===== src/rtl/core/ifga_pkg.sv =====
`timescale 1ns / 1ps
// ----------------------------------------------------------------------------
// ifga_pkg
// Shared widths and types for the IMU frame to gimbal attitude block.
// ----------------------------------------------------------------------------
package ifga_pkg;

  localparam int unsigned WordW     = 16;
  localparam int unsigned WideW     = 17;
  localparam int unsigned ByteW     = 8;
  localparam int unsigned SumW      = 2 * WordW;
  localparam int unsigned RootW     = WordW;
  localparam int unsigned StepCntW  = $clog2(WordW);
  localparam int unsigned InTdataW  = 56;
  localparam int unsigned OutTdataW = 104;

  localparam logic FuncAngle = 1'b0;
  localparam logic FuncSpeed = 1'b1;

  typedef struct packed {
    logic [ByteW-1:0] rate_ready;
    logic [ByteW-1:0] attitude_ready;
    logic [WideW-1:0] fused_yaw_rate;
    logic [WordW-1:0] gimbal_pitch_rate;
    logic [WordW-1:0] gimbal_roll;
    logic [WordW-1:0] gimbal_yaw;
    logic [WideW-1:0] gimbal_pitch;
  } result_t;

  // magnitude of a signed word, -32768 maps to 32768
  function automatic logic [WordW-1:0] mag(input logic [WordW-1:0] v);
    logic [WordW-1:0] neg;
    neg = ~v + WordW'(1);
    return v[WordW-1] ? neg : v;
  endfunction

endpackage


===== src/rtl/core/ifga_sqsum.sv =====
`timescale 1ns / 1ps
// ----------------------------------------------------------------------------
// ifga_sqsum
// Bit-serial sum of squares of two signed words, one multiplier bit a cycle.
// ----------------------------------------------------------------------------
module ifga_sqsum (
  input  logic                   clk_i,
  input  logic                   rst_ni,
  input  logic                   start_i,
  input  logic [ifga_pkg::WordW-1:0] yaw_i,
  input  logic [ifga_pkg::WordW-1:0] roll_i,
  output logic [ifga_pkg::SumW-1:0]  sum_o,
  output logic                   done_o
);
  import ifga_pkg::*;

  logic [WordW-1:0]    ya_q, ra_q, ym_q, rm_q;
  logic [SumW:0]       acc_q, acc_d;
  logic [StepCntW-1:0] cnt_q;
  logic                busy_q, done_q;
  logic [WideW:0]      part;

  // both partial products land in the upper half, then the accumulator shifts
  always_comb begin
    part  = {1'b0, acc_q[SumW:WordW]}
          + (ym_q[0] ? {2'b00, ya_q} : '0)
          + (rm_q[0] ? {2'b00, ra_q} : '0);
    acc_d = {part, acc_q[WordW-1:1]};
  end

  always_ff @(posedge clk_i or negedge rst_ni) begin
    if (!rst_ni) begin
      busy_q <= 1'b0;
      done_q <= 1'b0;
      cnt_q  <= '0;
      ya_q   <= '0;
      ra_q   <= '0;
      ym_q   <= '0;
      rm_q   <= '0;
      acc_q  <= '0;
    end else begin
      done_q <= 1'b0;
      if (start_i) begin
        busy_q <= 1'b1;
        cnt_q  <= '0;
        ya_q   <= mag(yaw_i);
        ra_q   <= mag(roll_i);
        ym_q   <= mag(yaw_i);
        rm_q   <= mag(roll_i);
        acc_q  <= '0;
      end else if (busy_q) begin
        acc_q <= acc_d;
        ym_q  <= ym_q >> 1;
        rm_q  <= rm_q >> 1;
        cnt_q <= cnt_q + StepCntW'(1);
        if (cnt_q == StepCntW'(WordW - 1)) begin
          busy_q <= 1'b0;
          done_q <= 1'b1;
        end
      end
    end
  end

  assign sum_o  = acc_q[SumW-1:0];
  assign done_o = done_q;

endmodule


===== src/rtl/core/ifga_isqrt.sv =====
`timescale 1ns / 1ps
// ----------------------------------------------------------------------------
// ifga_isqrt
// Restoring floor square root, one root bit per cycle.
// ----------------------------------------------------------------------------
module ifga_isqrt (
  input  logic                        clk_i,
  input  logic                        rst_ni,
  input  logic                        start_i,
  input  logic [ifga_pkg::SumW-1:0]   rad_i,
  output logic [ifga_pkg::RootW-1:0]  root_o,
  output logic                        done_o
);
  import ifga_pkg::*;

  logic [SumW-1:0]     rad_q;
  logic [RootW-1:0]    root_q;
  logic [RootW:0]      rem_q;
  logic [StepCntW-1:0] cnt_q;
  logic                busy_q, done_q;
  logic [RootW+2:0]    rem_t, trial, diff;
  logic                ge;

  // bring down two radicand bits, try root*4+1
  always_comb begin
    rem_t = {rem_q, rad_q[SumW-1:SumW-2]};
    trial = {1'b0, root_q, 2'b01};
    ge    = (rem_t >= trial);
    diff  = rem_t - trial;
  end

  always_ff @(posedge clk_i or negedge rst_ni) begin
    if (!rst_ni) begin
      busy_q <= 1'b0;
      done_q <= 1'b0;
      cnt_q  <= '0;
      rad_q  <= '0;
      root_q <= '0;
      rem_q  <= '0;
    end else begin
      done_q <= 1'b0;
      if (start_i) begin
        busy_q <= 1'b1;
        cnt_q  <= '0;
        rad_q  <= rad_i;
        root_q <= '0;
        rem_q  <= '0;
      end else if (busy_q) begin
        rad_q  <= {rad_q[SumW-3:0], 2'b00};
        rem_q  <= ge ? diff[RootW:0] : rem_t[RootW:0];
        root_q <= {root_q[RootW-2:0], ge};
        cnt_q  <= cnt_q + StepCntW'(1);
        if (cnt_q == StepCntW'(RootW - 1)) begin
          busy_q <= 1'b0;
          done_q <= 1'b1;
        end
      end
    end
  end

  assign root_o = root_q;
  assign done_o = done_q;

endmodule


===== src/rtl/core/imu_frame_to_gimbal_attitude_top.sv =====
`timescale 1ns / 1ps
// ----------------------------------------------------------------------------
// imu_frame_to_gimbal_attitude_top
// Stores IMU angle frames and turns speed frames into gimbal attitude beats.
// ----------------------------------------------------------------------------
// Usage:
//   s_axis carries one decoded IMU frame per beat; tuser says angle (0) or
//   angular speed (1). An angle beat only updates the stored pitch, yaw,
//   roll and ready byte and gives no output beat; the input stays ready.
//   A speed beat gives one m_axis beat with the stored attitude less the
//   pitch offset, the pitch rate and the signed fused yaw rate.
//   The cfg channel writes the pitch offset; it is always ready and is
//   meant to be written while the block is idle.
//   A speed beat's squares are summed bit-serially, then the root takes one
//   bit per cycle; the sum's done launches the root, and the root's done
//   hands the result off to the output register, which raises m_axis_tvalid.
//   One speed beat is in flight at a time, so the input is not ready again
//   until that beat's result has been handed off to the output register.
//   The output beat sits in its own register; the next frame is accepted
//   while it waits. If the receiver stalls, a finished result holds inside
//   until the output register drains.
//   Reset clears the stored attitude, the offset and all valid flags.
// ----------------------------------------------------------------------------
module imu_frame_to_gimbal_attitude_top (
  input  logic                             clk_i,
  input  logic                             rst_ni,
  // config write: pitch_offset
  input  logic                             cfg_valid_i,
  output logic                             cfg_ready_o,
  input  logic [ifga_pkg::WordW-1:0]       cfg_data_i,
  input  logic                             s_axis_tvalid_i,
  output logic                             s_axis_tready_o,
  // pitch_word, yaw_word, roll_word, ready_byte
  input  logic [ifga_pkg::InTdataW-1:0]    s_axis_tdata_i,
  // func
  input  logic                             s_axis_tuser_i,
  output logic                             m_axis_tvalid_o,
  input  logic                             m_axis_tready_i,
  // gimbal_pitch, gimbal_yaw, gimbal_roll, gimbal_pitch_rate,
  // fused_yaw_rate, attitude_ready, rate_ready, zero pad
  output logic [ifga_pkg::OutTdataW-1:0]   m_axis_tdata_o
);
  import ifga_pkg::*;

  typedef enum logic [1:0] {
    ST_IDLE,
    ST_SQUARE,
    ST_ROOT,
    ST_HOLD
  } state_e;

  state_e            state_q;
  logic [WordW-1:0]  offset_q;
  logic [WordW-1:0]  st_pitch_q, st_yaw_q, st_roll_q;
  logic [ByteW-1:0]  st_ready_q;
  result_t           res_q, res_d;
  logic              yaw_pos_q;
  logic              out_valid_q;
  logic [OutTdataW-1:0] out_data_q;

  logic [WordW-1:0]  in_pitch, in_yaw, in_roll;
  logic [ByteW-1:0]  in_ready;
  logic              s_acc, speed_acc, slot_free, out_load;
  logic [SumW-1:0]   sum;
  logic              sq_done, rt_done;
  logic [RootW-1:0]  root;
  logic [WideW-1:0]  root_ext;

  assign in_pitch = s_axis_tdata_i[WordW-1:0];
  assign in_yaw   = s_axis_tdata_i[2*WordW-1:WordW];
  assign in_roll  = s_axis_tdata_i[3*WordW-1:2*WordW];
  assign in_ready = s_axis_tdata_i[3*WordW+ByteW-1:3*WordW];

  assign s_axis_tready_o = (state_q == ST_IDLE);
  assign s_acc     = s_axis_tvalid_i && s_axis_tready_o;
  assign speed_acc = s_acc && (s_axis_tuser_i == FuncSpeed);
  assign slot_free = !out_valid_q || m_axis_tready_i;
  assign out_load  = slot_free && (((state_q == ST_ROOT) && rt_done) || (state_q == ST_HOLD));
  assign cfg_ready_o = 1'b1;

  ifga_sqsum u_sqsum (
    .clk_i   (clk_i),
    .rst_ni  (rst_ni),
    .start_i (speed_acc),
    .yaw_i   (in_yaw),
    .roll_i  (in_roll),
    .sum_o   (sum),
    .done_o  (sq_done)
  );

  ifga_isqrt u_isqrt (
    .clk_i   (clk_i),
    .rst_ni  (rst_ni),
    .start_i (sq_done),
    .rad_i   (sum),
    .root_o  (root),
    .done_o  (rt_done)
  );

  // zero yaw rate counts as negative
  always_comb begin
    root_ext = {1'b0, root};
    res_d    = res_q;
    res_d.fused_yaw_rate = yaw_pos_q ? root_ext : (~root_ext + WideW'(1));
  end

  always_ff @(posedge clk_i or negedge rst_ni) begin
    if (!rst_ni) begin
      state_q     <= ST_IDLE;
      offset_q    <= '0;
      st_pitch_q  <= '0;
      st_yaw_q    <= '0;
      st_roll_q   <= '0;
      st_ready_q  <= '0;
      res_q       <= '0;
      yaw_pos_q   <= 1'b0;
      out_valid_q <= 1'b0;
      out_data_q  <= '0;
    end else begin
      if (cfg_valid_i) begin
        offset_q <= cfg_data_i;
      end
      if (out_load) begin
        out_valid_q <= 1'b1;
      end else if (out_valid_q && m_axis_tready_i) begin
        out_valid_q <= 1'b0;
      end
      case (state_q)
        ST_IDLE: begin
          if (s_acc && (s_axis_tuser_i == FuncAngle)) begin
            st_pitch_q <= in_pitch;
            st_yaw_q   <= in_yaw;
            st_roll_q  <= in_roll;
            st_ready_q <= in_ready;
          end else if (speed_acc) begin
            res_q.gimbal_pitch      <= {st_pitch_q[WordW-1], st_pitch_q}
                                     - {offset_q[WordW-1], offset_q};
            res_q.gimbal_yaw        <= st_yaw_q;
            res_q.gimbal_roll       <= st_roll_q;
            res_q.gimbal_pitch_rate <= in_pitch;
            res_q.attitude_ready    <= st_ready_q;
            res_q.rate_ready        <= in_ready;
            res_q.fused_yaw_rate    <= '0;
            yaw_pos_q <= !in_yaw[WordW-1] && (in_yaw != '0);
            state_q   <= ST_SQUARE;
          end
        end
        ST_SQUARE: begin
          if (sq_done) begin
            state_q <= ST_ROOT;
          end
        end
        ST_ROOT: begin
          if (rt_done) begin
            res_q <= res_d;
            if (slot_free) begin
              out_data_q  <= {{(OutTdataW - $bits(result_t)){1'b0}}, res_d};
              state_q     <= ST_IDLE;
            end else begin
              state_q <= ST_HOLD;
            end
          end
        end
        ST_HOLD: begin
          // root already folded into res_q
          if (slot_free) begin
            out_data_q  <= {{(OutTdataW - $bits(result_t)){1'b0}}, res_q};
            state_q     <= ST_IDLE;
          end
        end
        default: begin
          state_q <= ST_IDLE;
        end
      endcase
    end
  end

  assign m_axis_tvalid_o = out_valid_q;
  assign m_axis_tdata_o  = out_data_q;

endmodule


===== config.mk =====
export PLATFORM = sky130hd
export DESIGN_NAME = imu_frame_to_gimbal_attitude_top
export DESIGN_NICKNAME = d
export VERILOG_FILES = /design/src/rtl/core/ifga_pkg.sv /design/src/rtl/core/ifga_sqsum.sv /design/src/rtl/core/ifga_isqrt.sv /design/src/rtl/core/imu_frame_to_gimbal_attitude_top.sv
export SDC_FILE = /design/constraint.sdc
export NUM_CORES = 1
export LEC_CHECK = 0
export BUFFER_PORTS_ARGS = -buffer_cell sky130_fd_sc_hd__buf_2
export CAP_MARGIN = 15
export CORE_MARGIN = 2
export CORE_UTILIZATION = 30
export CTS_CLUSTER_SIZE = 30
export DETAILED_ROUTE_END_ITERATION = 12
export HOLD_SLACK_MARGIN = 0.06
export PLACE_DENSITY = 0.57
export SLEW_MARGIN = 20
export SYNTH_ARGS = -nofsm -noshare
export SYNTH_HDL_FRONTEND = slang
export SYNTH_SLANG_ARGS = --single-unit

===== constraint.sdc =====
create_clock -name clk_i -period 8.47 [get_ports clk_i]
set_input_delay 1.2705 -clock clk_i [delete_from_list [all_inputs] [get_ports clk_i]]
set_output_delay 1.2705 -clock clk_i [all_outputs]
set_load 0.02 [all_outputs]

==> results of run 1 <==
==> power groups by stage <==
stage	logic, W	clock network [W]	registers, W
after floorplan	0.00331	0	0.00374
after global placement	0.00435	0	0.00376
after detailed placement	0.00447	0	0.00379
after CTS	0.00450	0.00208	0.00376
after global routing	0.00501	0.00217	0.00389
final	0.00445	0.00201	0.00375
==> flip-flops by register name, indices dropped and copies added (netlist names), 2 cells and up <==
register        flops
u_isqrt.cnt_q       4
state_q             2
m_axis_tdata_o     98
res_d              81
st_pitch_q         16
res_q              17
st_yaw_q           16
u_isqrt.rem_q      17
u_sqsum.ym_q       16
u_isqrt.root_o     16
u_sqsum.rm_q       16
u_sqsum.cnt_q       4
u_isqrt.rad_q      32
u_sqsum.ya_q       16
offset_q           16
u_sqsum.ra_q       16
st_roll_q          16
u_sqsum.acc_q      33
st_ready_q          8
==> routing by layer <==
layer	vias to the layer above	GRT usage
met5	-	0
met4	18	0.0372
met3	88	0.0391
met2	231	0.234
met1	7405	0.165
li1	7287	-
==> worst max-delay path by stage <==
stage                     cells past startpoint            start  slack, ns           endpoint
after detailed placement                      6  m_axis_tready_i       4.79  m_axis_tdata_o[1]
final                                        11  u_sqsum.ym_q[0]       4.81  u_sqsum.acc_q[27]
after CTS                                    11  u_sqsum.ym_q[0]       4.79  u_sqsum.acc_q[27]
after global routing                         11  u_sqsum.ym_q[0]       4.58  u_sqsum.acc_q[27]
after global placement                       11  u_sqsum.ym_q[0]       4.88  u_sqsum.acc_q[27]
after floorplan                              12  u_sqsum.ym_q[0]       5.36  u_sqsum.acc_q[27]
==> cell usage after synthesis (4+ instances only) <==
cell type | count | area [um^2]
dfrtp_1 | 446 | 11200
nand2_1 | 385 | 1450
o21ai_0 | 142 | 711
mux2_2 | 138 | 1550
nor2_1 | 135 | 507
mux2i_1 | 99 | 991
inv_1 | 93 | 349
clkbuf_1 | 91 | 342
a21oi_1 | 77 | 385
ha_1 | 55 | 688
a211oi_1 | 41 | 308
xor2_1 | 40 | 350
xnor2_1 | 37 | 324
nor2b_1 | 34 | 213
nand3_1 | 20 | 100
a21o_1 | 18 | 135
fa_1 | 18 | 360
o31ai_1 | 18 | 135
buf_1 | 15 | 56.3
a31oi_1 | 12 | 75.1
nor3_1 | 12 | 60.1
nand2b_1 | 11 | 68.8
or4_1 | 11 | 82.6
buf_4 | 8 | 60.1
nor4_1 | 7 | 43.8
and2_1 | 6 | 37.5
and3_1 | 6 | 37.5
nand3b_1 | 6 | 45.0
nand4_1 | 6 | 37.5
o21a_1 | 6 | 45.0
or3_1 | 6 | 37.5
o21bai_1 | 5 | 37.5
a22o_1 | 4 | 35.0
nand4b_1 | 4 | 35.0
nor3b_1 | 4 | 30.0
o21ai_1 | 4 | 20.0
==> cell families after synthesis <==
group,share of synthesized area
other,0.000350
buffers and inverters,0.0394
AO/OA/AOI/OAI,0.104
multiplexers,0.119
adder cells (fa/ha/maj),0.0489
flip-flops,0.520
XOR/XNOR,0.0315
AND/OR/NAND/NOR,0.137
==> stage by stage <==
stage | cell area (um^2) | power [W] | hold WS [ns]
after detailed placement | 23200 | 0.00826 | 0.455
after global routing | 24700 | 0.0111 | 0.491
after CTS | 24700 | 0.0103 | 0.463
after floorplan | 21500 | 0.00706 | 0.435
final | 24700 | 0.0102 | 0.461
after global placement | 23200 | 0.00810 | 0.446
==> worst max-delay path, stage by stage, from the launching register on <==
cell	delay, ns
dfrtp_1	0.75
nand2_1	0.17
fa_1	0.53
inv_1	0.07
ha_1	0.29
a21o_1	0.18
a21o_1	0.22
a2111oi_2	0.47
nor4_1	0.15
or4_1	0.49
nand3_1	0.10
a21oi_1	0.07
==> placed cells by master (no fill, tap or decap), types with 7 or more instances in the layout <==
cell type / n
conb_1: 7
buf_4: 10
or4_1: 11
mux2_2: 138
xnor2_1: 37
nand2_1: 384
nor4_1: 7
clkbuf_1: 15
mux2i_1: 99
o21ai_0: 142
clkbuf_8: 8
o31ai_1: 18
nor2_1: 134
a211oi_1: 41
a31oi_1: 12
fa_1: 18
dfrtp_1: 443
a21o_1: 18
inv_1: 93
ha_1: 55
clkbuf_16: 48
nor3_1: 11
a21oi_1: 77
nor2b_1: 34
buf_2: 176
xor2_1: 40
nand3_1: 19
nand2b_1: 11
==> area by class of cell <==
| class | instances | area, um^2 | area share |
|---|---|---|---|
| Inverter | 93 | 349 | 0.0141 |
| Clock inverter | 9 | 123 | 0.00496 |
| Sequential cell | 446 | 11200 | 0.452 |
| Clock buffer | 71 | 1370 | 0.0553 |
| Antenna cell | 1 | 2.50 | 0.000101 |
| Tap cell | 950 | 1190 | 0.0481 |
| Multi-Input combinational cell | 1423 | 9500 | 0.384 |
| Timing Repair Buffer | 189 | 1010 | 0.0409 |
==> flow_summary.toml, run 1 <==
[status]
status = "completed"

[sta]
final_hold_viol_count = 0
grt_setup_unrepaired = "false"
maxSlewViolCount = 0
finalSetupViolCount = 0
tightest_slew_ns = 0.967
tns_ns = 0
period_needed_ns = 3.66
finClkSkew_ns = 0.0325
finalCritPeriodShare = 0.433
setup_ws_ns = 4.81
max_freq_ghz = 0.273
slew_headroom = 0.355

[hold_path]
min_path_cells = 2
min_path_type = "reg2reg"
hp-start = "st_yaw_q[8]"
worst_hold_path.endpoint = "res_d[25]"

[die]
rows = 98
top_level_ports = 185
core_area_mm2 = 0.0711
dieArea_mm2 = 0.0736
initial_core_util = 0.302
dieWidth_um = 271
die_y_um = 271

[power]
power_density_mw_per_mm2 = 414
ir_drop_uv = 189
comb_power_share = 0.436
swShare = 0.395
p_seq_frac = 0.367
p_int_w = 0.00618
leakage_nw = 12.0
switchingPower_w = 0.00404
p_clk_frac = 0.197

[placement]
placed_cells = 3101
pre_cts_slack_ns = 4.79
gp_congestion = 0.850
post-dp-hpwl_mm = 34.6
port_buffers = 177

[layout]
fill_cells = 7238
area_growth_pct = 15.2
drive_gt1_frac = 0.186
instances_no_fill = 3182
utilization = 0.347
layout.nets = 2351

[synthesis]
syn_inst = 2076
ys_async_sr_fraction = 1.00
ys_seq_elements = 446
synth-edff-count = 0
synth_cell_type_count = 71
netlist_area_mm2 = 0.0214
yosysSeqAreaShare = 0.520
syn_area_per_cell_um2 = 10.3
synth_top_flop_cell = "dfrtp_1"
ys_warn_count = 0

[detailed_routing]
vias = 15000
drt-vias-per-instance = 4.72
top_layer = "met5"
drtAntennaViolNets = 0
first_pass_iters = 5
drc = 0
avgRoutedWirePerCell_um = 15.9
met3_length_mm = 2.97
drt_iter0_drc = 847
wl_met1_mm = 21.7
wl_met2_mm = 24.5
finalWirelength_mm = 50.5

[grt]
antenna_found_initial = 12
grt_usage = 0.136
grt_pass1_vias = 15700
gr-total-overflow = 0
grt_pass1_wl_mm = 82.9
grt_max_degree = 157

[clock_tree]
cts_sinks = 446
clock_path_buffers = 3
cts_tree = "built"
cts_root_buf = "clkbuf_16"
path_clk_slew_ns = 0.06
insertion_delay_ns = 0.58
cts_buffers = 47
ctsResizeCount = 0
cts_setup_buffers = 0
h-tree-depth = 2
ctsHoldBuffers = 0

[setup_path]
r2r_cells = 11
worstPathMaxFanout = 17
cp_data_required_time_ns = 8.88
critical_path_arrival_ns = 4.07
critPathKind = "reg2reg"
critPathLaunchType = "flip-flop"
worstSetupEndpointType = "flip-flop"
r2r-end = "u_sqsum.acc_q[27]"
r2r_start = "u_sqsum.ym_q[0]"
rrSetupSlack_ns = 4.81

[flow_run]
drv_cap = 0
Power figures use the tool's default switching activity.
==> run 2, diff against run 1 <==
==> constraint.sdc (replaced) <==
create_clock -name clk_i -period 3.73 [get_ports clk_i]
set_input_delay 0.5595 -clock clk_i [delete_from_list [all_inputs] [get_ports clk_i]]
set_output_delay 0.5595 -clock clk_i [all_outputs]
set_load 0.02 [all_outputs]
==> run 2 against run 1 <==
Sequential power increased by 130%; non-clock buffer count increased by 20; global-route usage increased by 0.11 points; critical path type unchanged; clock power increased by 150%; count of clock-buffer cells in the layout decreased by 1.
==> flow_summary.toml, run 2 (synthesis gave the netlist of run 1 again) <==
[sta]
grt_setup_unrepaired = "false"
worst_hold_slack_ns = 0.168
finalSetupViolCount = 0
tns_ns = 0
slew_headroom = 0.376
tightest_slew_ns = 0.934
finalCritPeriodShare = 0.878
period_needed_ns = 3.27
final_hold_viol_count = 0
setup_ws_ns = 0.456
maxSlewViolCount = 0
max_freq_ghz = 0.305
finClkSkew_ns = 0.0357

[clock_tree]
cts_sinks = 446
h-tree-depth = 2
clock_path_buffers = 3
cts_root_buf = "clkbuf_16"
path_clk_slew_ns = 0.06
cts_tree = "built"
cts_setup_buffers = 0
cts_buffers = 48
insertion_delay_ns = 0.60

[layout]
layout_commonest_cell = "dfrtp_1"
area_growth_pct = 17.0
fin_area_mm2 = 0.0251
fill_cells = 7204
multiInputGateArea_mm2 = 0.00949
layout.nets = 2372
seq_area_mm2 = 0.0112
most-common-layout-cells = "443 x dfrtp_1, 384 x nand2_1, 176 x buf_2"
largest_register_ffs = 98
drive_gt1_frac = 0.197
utilization = 0.353

[die]
top_level_ports = 185
dieArea_mm2 = 0.0736
dieWidth_um = 271
die_y_um = 271
rows = 98
initial_core_util = 0.302
core_area_mm2 = 0.0711

[placement]
placed_cell_area_mm2 = 0.0234
port_buffers = 177
pre_cts_slack_ns = 0.428
gp_congestion = 0.862
post-dp-hpwl_mm = 35.1

[detailed_routing]
drt-vias-per-instance = 4.70
drt_iter0_drc = 685
avgRoutedWirePerCell_um = 15.6
drc = 0
first_pass_iters = 5
vias = 15100
drtAntennaViolNets = 0
finalWirelength_mm = 50.3

[flow_run]
drv_cap = 0

[grt]
grt_max_degree = 103
grt_pass1_wl_mm = 83.1
gr-total-overflow = 0
antenna_found_initial = 15
grt_pass1_vias = 15700
grt_usage = 0.137

[power]
power_density_mw_per_mm2 = 940
ir_drop_uv = 509
leakage_nw = 12.2

[setup_path]
critPathLaunchType = "flip-flop"
critPathKind = "reg2reg"
worstSetupEndpointType = "flip-flop"
worstPathMaxFanout = 6
critical_path_arrival_ns = 3.70
cp_data_required_time_ns = 4.16

[hold_path]
min_path_type = "in2reg"

[status]
status = "completed"
-- run 2: changes by cell type in the layout (fill, tap and decap cells not counted), moves of 2 or more --
cell,delta
clkinvlp_4,+3
diode_2,+2
clkbuf_1,-4
clkbuf_8,+2
clkinv_2,+2
buf_12,+6
clkinv_4,+2
buf_4,+13
bufinv_16,+3
-- run 2: area by class of cell --
cell class / count / area share
well taps: 950 / 0.0474
clock inverters: 19 / 0.0101
inverters: 93 / 0.0139
flip-flops and latches: 446 / 0.445
diodes: 3 / 0.000299
multi-input cells: 1423 / 0.378
repair buffers: 209 / 0.0494
clock buffers: 70 / 0.0560
-- run 2: path summary, 6_finish.rpt --
| kind | from | to | slack, ns | cells after the start |
|---|---|---|---|---|
| max | u_sqsum.ym_q[0] | u_sqsum.acc_q[27] | 0.46 | 11 |
| min | s_axis_tdata_i[49] | res_d[91] | 0.17 | 3 |
| max reg2reg | u_sqsum.ym_q[0] | u_sqsum.acc_q[27] | 0.46 | 11 |
| min reg2reg | st_yaw_q[2] | res_d[19] | 0.46 | 2 |
| max in group asynchronous | rst_ni | res_d[34] | 2.12 | 3 |
| min in group asynchronous | rst_ni | st_pitch_q[10] | 0.57 | 2 |
-- run 2: critical path, stage by stage (launching register included) --
cell	delay, ns
dfrtp_1	0.44
nand2_1	0.11
fa_1	0.51
inv_1	0.07
ha_1	0.31
a21o_1	0.18
a21o_1	0.21
a2111oi_2	0.49
nor4_1	0.16
or4_1	0.48
nand3_1	0.10
a21oi_1	0.07
-- run 2: routing by layer --
layer / up-vias / part of all wire / track usage
li1: 7332 / - / -
met1: 7371 / 0.43 / 0.169
met2: 261 / 0.47 / 0.228
met3: 123 / 0.064 / 0.0418
met4: 22 / 0.032 / 0.0445
met5: - / 0.0024 / 0
-- run 2: metrics by stage --
step	total power (W)	cells
global placement	0.0184	3120
CTS	0.0239	3210
detailed placement	0.0187	3120
finish	0.0236	3213
floorplan	0.0160	2081
global route	0.0256	3212
-- run 2: where the power goes --
part	internal [W]	switching (W)
Clock	0.00297	0.00201
Sequential	0.00698	0.00150
Combinational	0.00445	0.00569
-- run 2: repair_timing --
item,in CTS,in global routing
endpoints found under the hold margin,49,0
resized for setup,0,0
setup endpoints to repair,0,0
hold buffers,1,0
